## src/hdl/fpe_pkg.sv

```systemverilog
// fpe_pkg: shared types and constants for the frame pacing estimator.
// Used by fpe_mul, fpe_seq and frame_pacing_estimator. No dependencies.

package fpe_pkg;

	localparam int SERIAL_W  = 32;
	localparam int TIME_W    = 64;
	localparam int REFRESH_W = 32;
	localparam int SWAP_W    = 8;
	localparam int CFG_IDX_W = 8;
	localparam int CFG_DATA_W = 32;
	localparam int MUL_W     = 32;

	localparam logic [CFG_IDX_W-1:0] CFG_REFRESH_PERIOD = 8'd0;
	localparam logic [CFG_IDX_W-1:0] CFG_FRAMES_PER_SWAP = 8'd1;

	localparam logic [SWAP_W-1:0] SWAP_RESET = 8'd1;

	localparam logic FUNC_OBSERVE = 1'b0;
	localparam logic FUNC_QUERY   = 1'b1;

	typedef struct packed {
		logic [REFRESH_W-1:0] refresh_period_ns;
		logic [SWAP_W-1:0]    frames_per_swap;
	} fpe_cfg_t;

	typedef struct packed {
		logic                func;
		logic [SERIAL_W-1:0] frame_serial;
		logic [TIME_W-1:0]   time_ns;
		logic                is_wall_time;
	} fpe_item_t;

	typedef struct packed {
		logic [TIME_W-1:0] target_time_ns;
		logic              estimate_valid;
		logic              base_moved;
	} fpe_res_t;

endpackage

```

## src/hdl/fpe_mul.sv

```systemverilog
// fpe_mul: shared 32x32 unsigned multiplier with registered product.
// Depends on fpe_pkg.

module fpe_mul (
	input  logic                        clk,
	input  logic [fpe_pkg::MUL_W-1:0]   a,
	input  logic [fpe_pkg::MUL_W-1:0]   b,
	output logic [2*fpe_pkg::MUL_W-1:0] p
);
	import fpe_pkg::*;

	logic [2*MUL_W-1:0] p_q;

	always_ff @(posedge clk) begin
		p_q <= a * b;
	end

	assign p = p_q;

endmodule

```

## src/hdl/fpe_seq.sv

```systemverilog
// fpe_seq: sequencer and datapath of the frame pacing estimator.
// Holds the base estimate; drives the shared multiplier fpe_mul.
// Depends on fpe_pkg and fpe_mul.

module fpe_seq (
	input  logic              clk,
	input  logic              arst_n,
	input  fpe_pkg::fpe_cfg_t cfg,
	input  logic              start,
	input  fpe_pkg::fpe_item_t item,
	input  logic              out_free,
	output logic              idle,
	output logic              done,
	output fpe_pkg::fpe_res_t res
);
	import fpe_pkg::*;

	typedef enum logic [3:0] {
		ST_IDLE,
		ST_M1,
		ST_M2,
		ST_M3,
		ST_M4,
		ST_ADD,
		ST_QSUB,
		ST_DIFF,
		ST_MAG,
		ST_FIN
	} state_t;

	state_t state_q;

	// base estimate
	logic                have_base_q;
	logic                have_disp_q;
	logic [SERIAL_W-1:0] base_frame_q;
	logic [TIME_W-1:0]   base_time_q;

	// working registers
	fpe_item_t           item_q;
	logic [SERIAL_W-1:0] dist_q;
	logic [SWAP_W-1:0]   m1hi_q;
	logic [TIME_W-1:0]   acc_q;
	logic [TIME_W-1:0]   sum_q;
	logic [TIME_W-1:0]   diff_q;
	logic                gt_ext_q;
	logic                gt_base_q;

	logic [MUL_W-1:0]    mul_a;
	logic [MUL_W-1:0]    mul_b;
	logic [2*MUL_W-1:0]  prod;

	logic [TIME_W-1:0]   half_ref;
	logic [TIME_W-1:0]   eighth_ref;
	logic                set_base;
	logic                disp_seen;

	fpe_mul u_mul (
		.clk (clk),
		.a   (mul_a),
		.b   (mul_b),
		.p   (prod)
	);

	always_comb begin
		unique case (state_q)
			ST_M1: begin
				mul_a = cfg.refresh_period_ns;
				mul_b = {{(MUL_W-SWAP_W){1'b0}}, cfg.frames_per_swap};
			end
			ST_M2: begin
				mul_a = prod[MUL_W-1:0];
				mul_b = dist_q;
			end
			ST_M3: begin
				mul_a = {{(MUL_W-SWAP_W){1'b0}}, m1hi_q};
				mul_b = dist_q;
			end
			default: begin
				mul_a = '0;
				mul_b = '0;
			end
		endcase
	end

	assign half_ref   = {{(TIME_W-REFRESH_W+1){1'b0}}, cfg.refresh_period_ns[REFRESH_W-1:1]};
	assign eighth_ref = {{(TIME_W-REFRESH_W+3){1'b0}}, cfg.refresh_period_ns[REFRESH_W-1:3]};

	// observe decision, evaluated in ST_FIN
	always_comb begin
		priority if (!have_base_q) begin
			set_base = 1'b1;
		end else if (item_q.is_wall_time && !have_disp_q) begin
			set_base = 1'b1;
		end else if (cfg.refresh_period_ns == '0) begin
			set_base = gt_base_q;
		end else if (dist_q == '0 || dist_q[SERIAL_W-1]) begin
			set_base = 1'b0;
		end else begin
			set_base = gt_ext_q || (diff_q < half_ref);
		end
	end

	assign disp_seen = have_base_q && !item_q.is_wall_time;

	always_ff @(posedge clk or negedge arst_n) begin
		if (!arst_n) begin
			state_q      <= ST_IDLE;
			have_base_q  <= 1'b0;
			have_disp_q  <= 1'b0;
			base_frame_q <= '0;
			base_time_q  <= '0;
		end else begin
			unique case (state_q)
				ST_IDLE: begin
					if (start) begin
						state_q <= ST_M1;
					end
				end
				ST_M1:   state_q <= ST_M2;
				ST_M2:   state_q <= ST_M3;
				ST_M3:   state_q <= ST_M4;
				ST_M4:   state_q <= ST_ADD;
				ST_ADD:  state_q <= (item_q.func == FUNC_QUERY) ? ST_QSUB : ST_DIFF;
				ST_QSUB: state_q <= ST_FIN;
				ST_DIFF: state_q <= ST_MAG;
				ST_MAG:  state_q <= ST_FIN;
				ST_FIN: begin
					if (out_free) begin
						state_q <= ST_IDLE;
						if (item_q.func == FUNC_OBSERVE) begin
							if (disp_seen) begin
								have_disp_q <= 1'b1;
							end
							if (set_base) begin
								have_base_q  <= 1'b1;
								base_frame_q <= item_q.frame_serial;
								base_time_q  <= item_q.time_ns;
							end
						end
					end
				end
				default: state_q <= ST_IDLE;
			endcase
		end
	end

	always_ff @(posedge clk) begin
		unique case (state_q)
			ST_IDLE: begin
				if (start) begin
					item_q <= item;
					dist_q <= item.frame_serial - base_frame_q;
				end
			end
			ST_M2: m1hi_q <= prod[MUL_W+SWAP_W-1:MUL_W];
			ST_M3: acc_q  <= prod;
			ST_M4: acc_q  <= acc_q + {prod[MUL_W-1:0], {MUL_W{1'b0}}};
			ST_ADD: sum_q <= base_time_q + acc_q;
			ST_QSUB: sum_q <= sum_q - eighth_ref;
			ST_DIFF: begin
				diff_q    <= sum_q - item_q.time_ns;
				gt_ext_q  <= item_q.time_ns > sum_q;
				gt_base_q <= item_q.time_ns > base_time_q;
			end
			ST_MAG: begin
				if (diff_q[TIME_W-1]) begin
					diff_q <= '0 - diff_q;
				end
			end
			default: begin
			end
		endcase
	end

	assign idle = (state_q == ST_IDLE);
	assign done = (state_q == ST_FIN) && out_free;

	always_comb begin
		res.target_time_ns = '0;
		res.estimate_valid = have_base_q;
		res.base_moved     = 1'b0;
		if (item_q.func == FUNC_QUERY) begin
			if (have_base_q) begin
				res.target_time_ns = sum_q;
			end
		end else begin
			res.estimate_valid = have_base_q || set_base;
			res.base_moved     = set_base;
		end
	end

endmodule

```

## src/hdl/frame_pacing_estimator.sv

```systemverilog
// frame_pacing_estimator: top level; configuration registers, input
// handshake and output register around the sequencer fpe_seq.
// Depends on fpe_pkg and fpe_seq.
//
// channel  direction  handshake                fields
// cfg      in         cfg_wr_en                cfg_index, cfg_wr_data
// in       in         in_valid / in_stall      func, frame_serial, time_ns, is_wall_time
// out      out        out_valid / out_stall    target_time_ns, estimate_valid, base_moved
//
// From accept to out_valid an observe steps through M1-M4 on the shared
// 32x32 multiplier, then adds and compares in ADD, DIFF and MAG on one 64-bit
// path, then FIN; a query takes ADD, QSUB and FIN. in_stall is high while an
// item is in work; the next beat is taken in the cycle after the result is
// loaded. One finished beat may wait in the output register while the next item is worked on.
// arst_n clears the base estimate, refresh period (0) and swap (1).

module frame_pacing_estimator (
	input  logic                               clk,
	input  logic                               arst_n,
	input  logic                               cfg_wr_en,
	input  logic [fpe_pkg::CFG_IDX_W-1:0]      cfg_index,
	input  logic [fpe_pkg::CFG_DATA_W-1:0]     cfg_wr_data,
	input  logic                               in_valid,
	output logic                               in_stall,
	input  logic                               func,
	input  logic [fpe_pkg::SERIAL_W-1:0]       frame_serial,
	input  logic [fpe_pkg::TIME_W-1:0]         time_ns,
	input  logic                               is_wall_time,
	output logic                               out_valid,
	input  logic                               out_stall,
	output logic [fpe_pkg::TIME_W-1:0]         target_time_ns,
	output logic                               estimate_valid,
	output logic                               base_moved
);
	import fpe_pkg::*;

	fpe_cfg_t  cfg_q;
	fpe_item_t item;
	fpe_res_t  res;
	fpe_res_t  res_q;
	logic      out_valid_q;
	logic      seq_idle;
	logic      seq_done;
	logic      out_free;

	always_ff @(posedge clk or negedge arst_n) begin
		if (!arst_n) begin
			cfg_q.refresh_period_ns <= '0;
			cfg_q.frames_per_swap   <= SWAP_RESET;
		end else if (cfg_wr_en) begin
			if (cfg_index == CFG_REFRESH_PERIOD) begin
				cfg_q.refresh_period_ns <= cfg_wr_data[REFRESH_W-1:0];
			end
			if (cfg_index == CFG_FRAMES_PER_SWAP) begin
				cfg_q.frames_per_swap <= cfg_wr_data[SWAP_W-1:0];
			end
		end
	end

	assign item.func         = func;
	assign item.frame_serial = frame_serial;
	assign item.time_ns      = time_ns;
	assign item.is_wall_time = is_wall_time;

	assign in_stall = !seq_idle;
	assign out_free = !out_valid_q || !out_stall;

	fpe_seq u_seq (
		.clk      (clk),
		.arst_n   (arst_n),
		.cfg      (cfg_q),
		.start    (in_valid && seq_idle),
		.item     (item),
		.out_free (out_free),
		.idle     (seq_idle),
		.done     (seq_done),
		.res      (res)
	);

	always_ff @(posedge clk or negedge arst_n) begin
		if (!arst_n) begin
			out_valid_q <= 1'b0;
		end else if (seq_done) begin
			out_valid_q <= 1'b1;
		end else if (!out_stall) begin
			out_valid_q <= 1'b0;
		end
	end

	always_ff @(posedge clk) begin
		if (seq_done) begin
			res_q <= res;
		end
	end

	assign out_valid      = out_valid_q;
	assign target_time_ns = res_q.target_time_ns;
	assign estimate_valid = res_q.estimate_valid;
	assign base_moved     = res_q.base_moved;

endmodule
```

## config.mk

```make
export PLATFORM = sky130hd
export DESIGN_NAME = frame_pacing_estimator
export DESIGN_NICKNAME = d
export VERILOG_FILES = /design/src/hdl/fpe_pkg.sv /design/src/hdl/fpe_mul.sv /design/src/hdl/fpe_seq.sv /design/src/hdl/frame_pacing_estimator.sv
export SDC_FILE = /design/constraint.sdc
export NUM_CORES = 2
export LEC_CHECK = 0
export BUFFER_PORTS_ARGS = -buffer_cell sky130_fd_sc_hd__buf_2
export CORE_ASPECT_RATIO = 1.5
export CORE_MARGIN = 4
export CORE_UTILIZATION = 45
export CTS_CLUSTER_DIAMETER = 200
export DETAILED_ROUTE_END_ITERATION = 7
export GPL_TIMING_DRIVEN = 0
export PLACE_DENSITY = 0.62
export SYNTH_ARGS = -nofsm -noshare
export SYNTH_HDL_FRONTEND = slang
export SYNTH_SLANG_ARGS = --single-unit
```

## constraint.sdc

```tcl
create_clock -name clk -period 11.7 [get_ports clk]
set_input_delay 2.34 -clock clk [delete_from_list [all_inputs] [get_ports clk]]
set_output_delay 2.34 -clock clk [all_outputs]
set_load 0.05 [all_outputs]
```

# ---- Word level (Yosys, flattened, before mapping)
# Cells that the tools add are included.
dict set report totals {
  in_bits 143
  output_inout_bits 68
  reg_bits 605
}
dict set report classes {
  n_reduce_logical 30
  addsub 6
  order_cmp 3
  mux 17
  mul 1
  eq_ne 14
  n_bitwise 1
}
# op count
set ops {}
lappend ops {{one-hot mux 64 bit (2 select lines)} 3}
lappend ops {{adder 64 bit} 2}
lappend ops {{> comparator 64 bit} 2}
lappend ops {{one-hot mux 32 bit (3 select lines)} 1}
lappend ops {{zero test 32 bit} 2}
lappend ops {{less-than comparator 64 x 31 -> 1 bit} 1}
lappend ops {{multiplier 32 x 32 -> 64 bit} 1}
lappend ops {{two-way mux 64 bit} 1}
lappend ops {{one-hot mux 32 bit (2 select lines)} 1}
lappend ops {{subtractor 1 x 64 -> 64 bit, first input constant} 1}
lappend ops {{subtractor 64 x 29 -> 64 bit} 1}
lappend ops {{subtractor 64 bit} 1}
lappend ops {{one-hot mux 4 bit (9 select lines)} 1}
lappend ops {{subtractor 32 bit} 1}
lappend ops {{equality test 4 x 3 -> 1 bit, second input constant} 4}
lappend ops {{AND reduction 2 bit} 6}
lappend ops {{equality test 4 x 2 -> 1 bit, second input constant} 2}
lappend ops {{equality test 4 bit, second input constant} 2}
lappend ops {{equality test 8 x 1 -> 1 bit, second input constant} 1}
lappend ops {{zero test 8 bit} 1}
lappend ops {{two-way mux 4 bit} 2}
lappend ops {{!= test 2 x 1 -> 1 bit, second input constant} 4}
lappend ops {{AND reduction 4 bit} 2}
lappend ops {{two-way mux 1 bit} 7}
lappend ops {{other kinds (9)} 22}

# ---- Longest topological paths before layout
dict set report logic_depth {
  depth_word 8
  ltp_mapped 35
  ltp_nobuf 31
}

# ---- Hierarchy
# Synthesis repeated with hierarchy kept, for this count alone.
dict set report unflattened {
  hier_cells 7396
  area_unflattened_um2 70834.2
}
# module area_per_inst_um2 instances seq_area_each_um2 cells_each
set modules_own_cells {}
lappend modules_own_cells {fpe_mul 34725.8 1 1281.2 3801}
lappend modules_own_cells {fpe_seq 32523.7 1 12522.0 3435}
lappend modules_own_cells {frame_pacing_estimator 3584.7 1 3009.1 160}

# ---- Worst setup path before layout
# Ideal clock, no wire load.
dict set report synth_path {
  path_kind {flip-flop to flip-flop}
  start {reg u_seq.state_q[3]}
  end {reg u_seq.u_mul.p_q[63], in the netlist u_seq.u_mul.p[63]}
  arrival_time_ps 8627
  setup_ps 139
  path_stages_with_launch 32
  slack_ps 2934
  synth_period_minus_slack_ps 8766
  n_path_buf 3
  path_cell_list {dfrtp_1 or2_2 nor2_1 clkbuf_1 clkbuf_1 a22oi_1 nor2_1 fa_1 fa_1 fa_1 inv_1 fa_1 inv_1 fa_1 fa_1 fa_1 inv_1 fa_1 inv_1 ha_1 clkbuf_1 nand3_1 nor4_1 nand3_1 nor4b_1 o211ai_1 nand2_1 a31oi_1 o21a_1 a31oi_1 mux2i_1 a221oi_1}
}
dict set report synth_between {
  elab_chain_cells 4
}
# item line_no
set synth_lines {}
lappend synth_lines {{start: declaration} fpe_seq.sv:31} ;# state_t state_q;
lappend synth_lines {{start signal: assignment} fpe_seq.sv:124} ;# ST_ADD: state_q <= (item_q.func == FUNC_QUERY) ? ST_QSUB : ST_DIFF;
lappend synth_lines {{equality test 4 x 2 -> 1 bit} fpe_seq.sv:66} ;# unique case (state_q)
lappend synth_lines {{OR reduction 2 bit (no source line)} --}
lappend synth_lines {{one-hot mux 32 bit (2 select lines)} fpe_seq.sv:66}
lappend synth_lines {{multiplier 32 x 32 -> 64 bit (*)} fpe_mul.sv:15} ;# p_q <= a * b;
lappend synth_lines {{end signal: assignment} fpe_mul.sv:15}
lappend synth_lines {{end: declaration} fpe_mul.sv:12} ;# logic [2*MUL_W-1:0] p_q;
# Every way passes the cells marked *; elsewhere a longest branch is shown, timed or not.
# A chain may end at the register's enable or synchronous reset.

# ---- Worst setup path after layout
dict set report layout_path {
  start {reg u_seq.state_q[0]}
  end {reg u_seq.u_mul.p_q[63], in the netlist u_seq.u_mul.p[63]}
}
# The elaborated chain is that of the path after synthesis.

==> impl_metrics.toml <==
[placement]
hpwl_mm = 237
place_ws_ps = -1910
placed_cells = 9791
port_buffers = 210
place.gp.congestion = 1.08

[worst_setup_path]
criticalPathCategory = "register to register"
slowest_delay_ps = 700
crit_path_start_kind = "register"
required_ps = 12270
end_kind = "register"
crit_start = "u_seq.state_q[0]"
r2r-start = "u_seq.state_q[0]"
crit_slowest_cell = "a22o_1"
arrival_ps = 12110
cpMostUsedCell = "fa_1"
ff2ff_path_depth = 30
cp_max_fo = 10

[sta]
relSlewSlack_pct = 2.14
finalHoldViolations = 0
clock.fmax_mhz = 86.6
rsz0062_at_grt = "false"
setup_viol = 0
tns_ps = 0
fin_skew_ps = 33.9
drv_slew = 0
worst_pin_slew_ps = 1470
setup_ws_ps = 155
fin_crit_ps = 11550
period_share_pct = 98.7

[route]
first_pass_iters = 5
routed-via-count = 56697
wl_mm = 280
final_antenna_net_count = 0
vias_per_cell = 5.72
drc_errors = 0
routedWlPerCell_um = 28.2
initialDrtViolationCount = 3900

[final_layout]
syn_to_final_growth_pct = 9.33
nets = 9416
final_core_util_pct = 49.5
fin_cells = 9905
multi_input_area_um2 = 47300
drive_gt1_share_pct = 6.52
register_area_um2 = 16800
fillers = 14811

[yosys]
syn_avg_cell_area_um2 = 9.25
async_flop_share_pct = 23.6
synth_enable_flop_cells = 398
ys_ff_latch = 605
yosysMostFrequentCell = "inv_1"
syn-instance-count = 7511
ys.warnings.count = 0
synthDominantCellAreaShare_pct = 26.0
ys_seq_area_share_pct = 24.2
ys_top_cells_by_count = "1133 x inv_1, 930 x nand2_1, 901 x fa_1"
synth_area_leaders = "fa_1 26%, edfxtp_1 17%, ha_1 10%, inv_1 6.1%, dfrtp_1 5.1%"
synthDistinctLibCells = 81
syn-num-nets = 9131
synth-main-ff-cell = "edfxtp_1"
netlist_area_um2 = 69500
synth_top_area_cell = "fa_1"

[floorplan]
initial_core_util_pct = 45.3
dieArea_um2 = 161000
coreArea_um2 = 153000
num_rows = 176
die_h_um = 489
ioPinCount = 211
fp.dieW_um = 329

[run]
maxCapViolCount = 0

[hold_path]
holdPathStages = 1
min_from = "u_seq.item_q[96]"
min_path_type = "register to register"

[clocking]
tritoncts = "built"
h-tree-depth = 2
cts_hold_buf = 0
numCtsBuffers = 61
clock_latency_ps = 690
path_clk_slew_ps = 60
cts.sinks = 605
cts_root_buffer = "clkbuf_16"
clock_path_buffers = 3

[global_route]
grt_pass1_wl_mm = 401
global_route.usage.total_pct = 34.7
grt-ovfl-total = 0
antenna_found_initial = 9
grt_max_degree = 100
grt_pass1_vias = 60143

[run_status]
status = "finished clean"
==> state kept, by name, indices dropped and copies added (netlist names) <==
register / cells
u_seq.item_q: 98
target_time_ns: 64
u_seq.acc_q: 64
u_seq.base_time_q: 64
u_seq.diff_q: 64
u_seq.sum_q: 64
u_seq.u_mul.p: 64
cfg_q: 40
u_seq.base_frame_q: 32
u_seq.dist_q: 32
u_seq.m1hi_q: 8
u_seq.state_q: 4
base_moved: 1
estimate_valid: 1
out_valid: 1
u_seq.gt_base_q: 1
u_seq.gt_ext_q: 1
u_seq.have_base_q: 1
u_seq.have_disp_q: 1
==> repair_timing <==
action                     in CTS  in global routing
pin swaps                       0                  1
resized for setup              60                 71
setup buffers                   0                  1
setup endpoints to repair      16                  4
==> worst paths after layout <==
check                                          to  slack [ps]
max                             u_seq.u_mul.p[63]         150
min reg2reg                u_seq.base_frame_q[31]         480
max reg2reg                     u_seq.u_mul.p[63]         150
max in group asynchronous    u_seq.base_time_q[9]        9110
min in group asynchronous   u_seq.base_time_q[54]        1550
min                        u_seq.base_frame_q[31]         480
==> routing by layer <==
layer,routed length [um],GRT usage [%],vias to the layer above
li1,-,-,25255
met3,16300,5.21,842
met5,11,0,-
met2,135000,59.4,2177
met1,94500,36.2,28421
met4,33500,32.9,2
==> cell usage in the layout, fill, tap and decap left out, types with 68 or more instances in the layout <==
cell	instances
o21ai_0	269
dfrtp_1	142
clkbuf_1	255
a21o_1	179
buf_2	222
a21oi_1	341
mux2i_1	68
and3_1	120
fa_1	901
xnor2_1	179
ha_1	576
nand3_1	73
xor2_1	161
o22ai_1	85
edfxtp_1	398
nand2_1	920
nor2_1	727
inv_1	1132
==> logic make-up after synthesis <==
logic type                 after synthesis  synth area share, %
and+or+nand+nor                       2270                 14.4
adders and majority gates             1477                 36.3
buffers and inverters                 1468                 7.96
AOI/OAI and AO/OA                     1266                 11.6
DFF                                    605                 24.2
xor gates and xnor gates               340                 4.29
muxes                                   85                 1.26
==> critical path, delay by kind of cell (launching register included) <==
family                   cells  cell delay [ps]
buffers and inverters        7             1690
adder cells (fa/ha/maj)      9             4740
AND/OR/NAND/NOR              7             2220
flip-flops                   1              360
multiplexers                 1              140
AO/OA/AOI/OAI                6             2240
==> layout make-up <==
cell class | count | area share [%]
clock buffer | 70 | 2.19
multi-input combinational | 5438 | 62.3
tap | 2047 | 3.37
inverter | 1133 | 5.60
sequential | 605 | 22.1
timing repair buffer | 234 | 1.86
antenna | 9 | 0.0296
clock inverter | 46 | 0.740
buffer | 323 | 1.75
==> through the flow <==
step / cell area [um^2] / hold slack (ps)
6_report: 76000 / 478
5_1_grt: 75900 / 478
4_1_cts: 75900 / 476
3_5_place_dp: 73500 / 460
3_3_place_gp: 73100 / 451
2_1_floorplan: 69500 / 403
Power is not shown: default switching activity piles up to over one toggle a cycle in this logic, so the estimate is an artifact.
